$ cat config.mk
export PLATFORM = sky130hd
export DESIGN_NAME = bthq_ctrl
export DESIGN_NICKNAME = d
export VERILOG_FILES = /design/src/design/bthq_pkg.sv /design/src/design/bthq_ctrl.sv
export SDC_FILE = /design/constraint.sdc
export NUM_CORES = 1
export LEC_CHECK = 0
export ABC_AREA = 1
export BUFFER_PORTS_ARGS = -buffer_cell sky130_fd_sc_hd__clkbuf_2
export CAP_MARGIN = 15
export CORE_MARGIN = 4
export CORE_UTILIZATION = 50
export DETAILED_ROUTE_END_ITERATION = 8
export HOLD_SLACK_MARGIN = 0.06
export PLACE_DENSITY = 0.75
export SLEW_MARGIN = 20
export SYNTH_ARGS = -nofsm -noshare
export SYNTH_HDL_FRONTEND = slang
export SYNTH_SLANG_ARGS = --single-unit
$ cat constraint.sdc
create_clock -name clock -period 2.4 [get_ports clock]
set_input_delay 0.6 -clock clock [delete_from_list [all_inputs] [get_ports clock]]
set_output_delay 0.6 -clock clock [all_outputs]
set_load 0.01 [all_outputs]
$ cat src/design/bthq_pkg.sv
// ----------------------------------------------------------------------------
// Box terrain height query: shared package
// Field widths, operation and register codes, the stored box entry, and the
// command and status groups between controller and datapath.
// ----------------------------------------------------------------------------
package bthq_pkg;

   // Fixed widths of the payload fields (signed Q8.16 coordinates and heights)
   localparam int DATA_W      = 24;
   localparam int COUNT_W     = 7;
   localparam int INDEX_W     = 6;
   localparam int CSR_IDX_W   = 2;

   // Default table size
   localparam int MAX_BOXES_DEF = 64;

   // Operation codes of an input beat
   localparam logic OP_LOAD  = 1'b0;
   localparam logic OP_QUERY = 1'b1;

   // Register indexes of the configuration port
   localparam logic [CSR_IDX_W-1:0] CSR_X_LOWER   = 2'd0;
   localparam logic [CSR_IDX_W-1:0] CSR_X_UPPER   = 2'd1;
   localparam logic [CSR_IDX_W-1:0] CSR_DEF_HT    = 2'd2;
   localparam logic [CSR_IDX_W-1:0] CSR_BOX_COUNT = 2'd3;

   // One table entry as held in the box RAM
   typedef struct packed {
      logic signed [DATA_W-1:0] corner_x;
      logic signed [DATA_W-1:0] corner_y;
      logic signed [DATA_W-1:0] extent_x;
      logic signed [DATA_W-1:0] extent_y;
      logic signed [DATA_W-1:0] top;
   } box_entry_type;

   localparam int ENTRY_W = $bits(box_entry_type);

   // Controller to datapath
   typedef struct packed {
      logic load;     // write the request's box into the table
      logic capture;  // latch the query point, seed the running maximum
      logic rd_en;    // read one table entry for the scan
      logic emit;     // present the result beat
   } ctrl_cmd_type;

   // Datapath to controller
   typedef struct packed {
      logic               out_of_range; // request x outside the terrain limits
      logic               pipe_busy;    // scan reads still in flight
      logic [COUNT_W-1:0] box_count;    // configured number of boxes
   } dp_status_type;

endpackage

$ cat src/design/bthq_ctrl.sv
// ----------------------------------------------------------------------------
// Box terrain height query: controller
// Accepts request beats, steps the table scan address and tells the datapath
// when to load, capture, read and emit.
// ----------------------------------------------------------------------------
module bthq_ctrl #(
   parameter int MAX_BOXES = bthq_pkg::MAX_BOXES_DEF,
   localparam int ADDR_W = (MAX_BOXES > 1) ? $clog2(MAX_BOXES) : 1
) (
   input  logic                    clock,
   input  logic                    reset,
   input  logic                    start,
   input  logic                    req_op,
   output logic                    busy,
   input  bthq_pkg::dp_status_type status,
   output bthq_pkg::ctrl_cmd_type  cmd,
   output logic [ADDR_W-1:0]       rd_addr
);
   import bthq_pkg::*;

   localparam int CNT_W = $clog2(MAX_BOXES + 1);
   localparam int CMP_W = ((CNT_W > COUNT_W) ? CNT_W : COUNT_W) + 1;

   typedef enum logic [1:0] {
      ST_IDLE,
      ST_SCAN,
      ST_DRAIN
   } state_type;

   state_type        state_ff, state_in;
   logic [CNT_W-1:0] idx_ff, idx_in;
   logic [CNT_W-1:0] num_ff, num_in;
   logic [CMP_W-1:0] count_ext;
   logic [CMP_W-1:0] count_clamp;
   logic [CNT_W-1:0] idx_next;
   logic             accept;

   assign accept      = start && (state_ff == ST_IDLE);
   assign count_ext   = CMP_W'(status.box_count);
   assign count_clamp = (count_ext > CMP_W'(MAX_BOXES)) ? CMP_W'(MAX_BOXES) : count_ext;
   assign idx_next    = idx_ff + 1'b1;

   // Next state and scan counter
   always_comb begin
      state_in = state_ff;
      idx_in   = idx_ff;
      num_in   = num_ff;
      cmd      = '0;
      cmd.load    = accept && (req_op == OP_LOAD);
      cmd.capture = accept && (req_op == OP_QUERY);
      unique case (state_ff)
         ST_IDLE: begin
            if (cmd.capture) begin
               idx_in = '0;
               num_in = CNT_W'(count_clamp);
               // skip the scan when the point is off the terrain or no boxes
               if (status.out_of_range || (count_clamp == '0)) begin
                  state_in = ST_DRAIN;
               end else begin
                  state_in = ST_SCAN;
               end
            end
         end
         ST_SCAN: begin
            cmd.rd_en = 1'b1;
            idx_in    = idx_next;
            if (idx_next == num_ff) begin
               state_in = ST_DRAIN;
            end
         end
         ST_DRAIN: begin
            if (!status.pipe_busy) begin
               cmd.emit = 1'b1;
               state_in = ST_IDLE;
            end
         end
         default: begin
            state_in = ST_IDLE;
         end
      endcase
   end

   // Hold state and counters
   always_ff @(posedge clock) begin
      if (reset) begin
         state_ff <= ST_IDLE;
         idx_ff   <= '0;
         num_ff   <= '0;
      end else begin
         state_ff <= state_in;
         idx_ff   <= idx_in;
         num_ff   <= num_in;
      end
   end

   assign busy    = (state_ff != ST_IDLE);
   assign rd_addr = idx_ff[ADDR_W-1:0];

endmodule

==> flow_metrics.tcl <==
set metrics [dict create \
    finalMaxSlewViolations 0 \
    fill_cells 183 \
    hold_ws_ns 0.478 \
    synthDistinctLibCells 23 \
    post_cts_resized 0 \
    diodes 0 \
    irDropWorstVdd_mv 0.324 \
    nets 193 \
    syn_nets 171 \
    track_usage 0.175 \
    core_area_mm2 0.00182 \
    dp_cells 199 \
    cts_buffers 3 \
    period_share 0.737 \
    viasPerCell 4.90 \
    setup_viol_count_final 0 \
    cts_tree "done" \
    htree_levels 1 \
    total_power_uw 550 \
    rsz0062_at_grt "no" \
    synth_ff_type "dfxtp_1" \
    synth.most_common_cell "nand2_1" \
    seq_area_frac_synth 0.320 \
    leakage_nw 0.498 \
    die_h_um 52.8 \
    grt_pass1_vias 887 \
    skew_ns 0.00803 \
    wl_met2_um 965 \
    synth.area.top_cells "dfxtp_1, nand2_1, nand3_1" \
    initial_utilization 0.551 \
    portBuffers 23 \
    die_w_um 52.8 \
    gp_congestion 0.848 \
    required_ns 1.80 \
    drt-met1-wl_um 1010 \
    drt_iter0_markers 22 \
    grt_pass1_wl_um 3640 \
    fin_crit_ns 1.77 \
    cts-hold-fix-buffers 0 \
    status "completed" \
    tightest_slew_ns 0.316 \
    tns_ns 0 \
    power_density_mw_per_mm2 485 \
    detail-route-antenna-nets 0 \
    post-cts-setup-buffers 0 \
    dpl-instance-area_mm2 0.00111 \
    synth_edf_count 0 \
    crit_path_max_fanout 5 \
    worstSetupPathType "flip-flop to primary output" \
    drv_cap 0 \
    dr_total_vias 990 \
    fin_ws_ns 0.631 \
    layout-drive-gt1-share 0.237 \
    utilization 0.622 \
    grt-ovfl-total 0 \
    synth_top_cell_by_area "dfxtp_1" \
    synth_top_area_frac 0.320 \
    top_layer "met4" \
    cts.sinks 16 \
    wl_um 2120 \
    grt_antenna_before_repair 0 \
    die_area_mm2 0.00278 \
    max_freq_mhz 565 \
    maxSlewHeadroom 0.789 \
    first_pass_iters 4 \
    area.growth.synth_to_final_pct 13.0 \
    ios 24 \
    hold_path.class "flip-flop to flip-flop" \
    cts_root_buf "clkbuf_4" \
    post-route-cell-area_mm2 0.00113 \
    worst-endpoint-arrival_ns 1.17 \
    ys_ff_latch 16 \
    netlist_area_mm2 0.00100 \
    yosys_warnings 0 \
    synth_area_per_cell_um2 6.38 \
    clk_pin_slew_ns 0.10 \
    clock_path_buffers 2 \
    synthTopCellsByCount "nand2_1, inv_1, nand3_1" \
    post-place-ws_ns 0.776 \
    synthCells 157 \
    async_flop_share 0 \
    startpoint_type "flip-flop" \
    drc 0 \
    hold_violations 0 \
    insertion_delay_ns 0.28 \
    grt_start_max_net_pins 15 \
    endpoint_kind "primary output" \
    stdcell_count 202 \
    route.detailed.wl_per_inst_um 10.5 \
    dpl.hpwl_um 1660 \
    wl_met3_um 127 \
    rows 15 \
]
## cell usage in the layout (no fill, tap or decap), types with 3 or more instances in the layout
master	count
nand3_1	18
clkbuf_2	23
inv_1	18
nand2_2	3
nand2_1	50
a21oi_1	16
nor2_1	9
dfxtp_1	16
clkbuf_4	3
nand3_2	3
## per-layer routing
layer | vias up | track usage
li1 | 533 | -
met1 | 426 | 0.213
met2 | 29 | 0.308
met3 | 2 | 0.0256
met4 | 0 | 0.0638
met5 | - | 0
## power breakdown
group | switching [mW] | internal (mW)
sequential | 0.0112 | 0.277
clock | 0.0830 | 0.0582
combinational | 0.0727 | 0.0475
## area by class of cell
class	count	area [µm²]	share of cell area
inverters	20	75.1	0.0663
multi-input cells	113	553	0.488
well taps	25	31.3	0.0276
clock buffers	3	22.5	0.0199
repair buffers	25	130	0.115
flip-flops and latches	16	320	0.283
## worst max-delay path: stages (launching register included)
cell,delay [ns]
dfxtp_1,0.36
nor2_2,0.20
nand3_1,0.13
inv_1,0.07
clkbuf_2,0.12
## registers in the layout, indices dropped and copies added, names as in the netlist
register	flops
idx_ff	7
state_ff	2
num_ff	7
## path summary, 6_finish.rpt
path,start,to,slack (ns),depth (start not counted)
setup / recovery,state_ff[1],cmd[2],0.63,4
hold / removal,num_ff[6],num_ff[6],0.48,2
setup reg to reg,idx_ff[0],state_ff[1],0.77,12
hold reg to reg,num_ff[6],num_ff[6],0.48,2
## cells by family (layout without fill, tap and decap cells)
| logic type | count (synthesis) | in the layout | share of synthesized area |
|---|---|---|---|
| flops | 16 | 16 | 0.320 |
| buf+inv | 28 | 48 | 0.129 |
| fa+ha+maj | 1 | 1 | 0.0125 |
| xor+xnor | 1 | 1 | 0.00874 |
| compound gates | 22 | 22 | 0.122 |
| simple gates | 89 | 89 | 0.408 |
No activity file was read; power rests on OpenSTA's default activity.
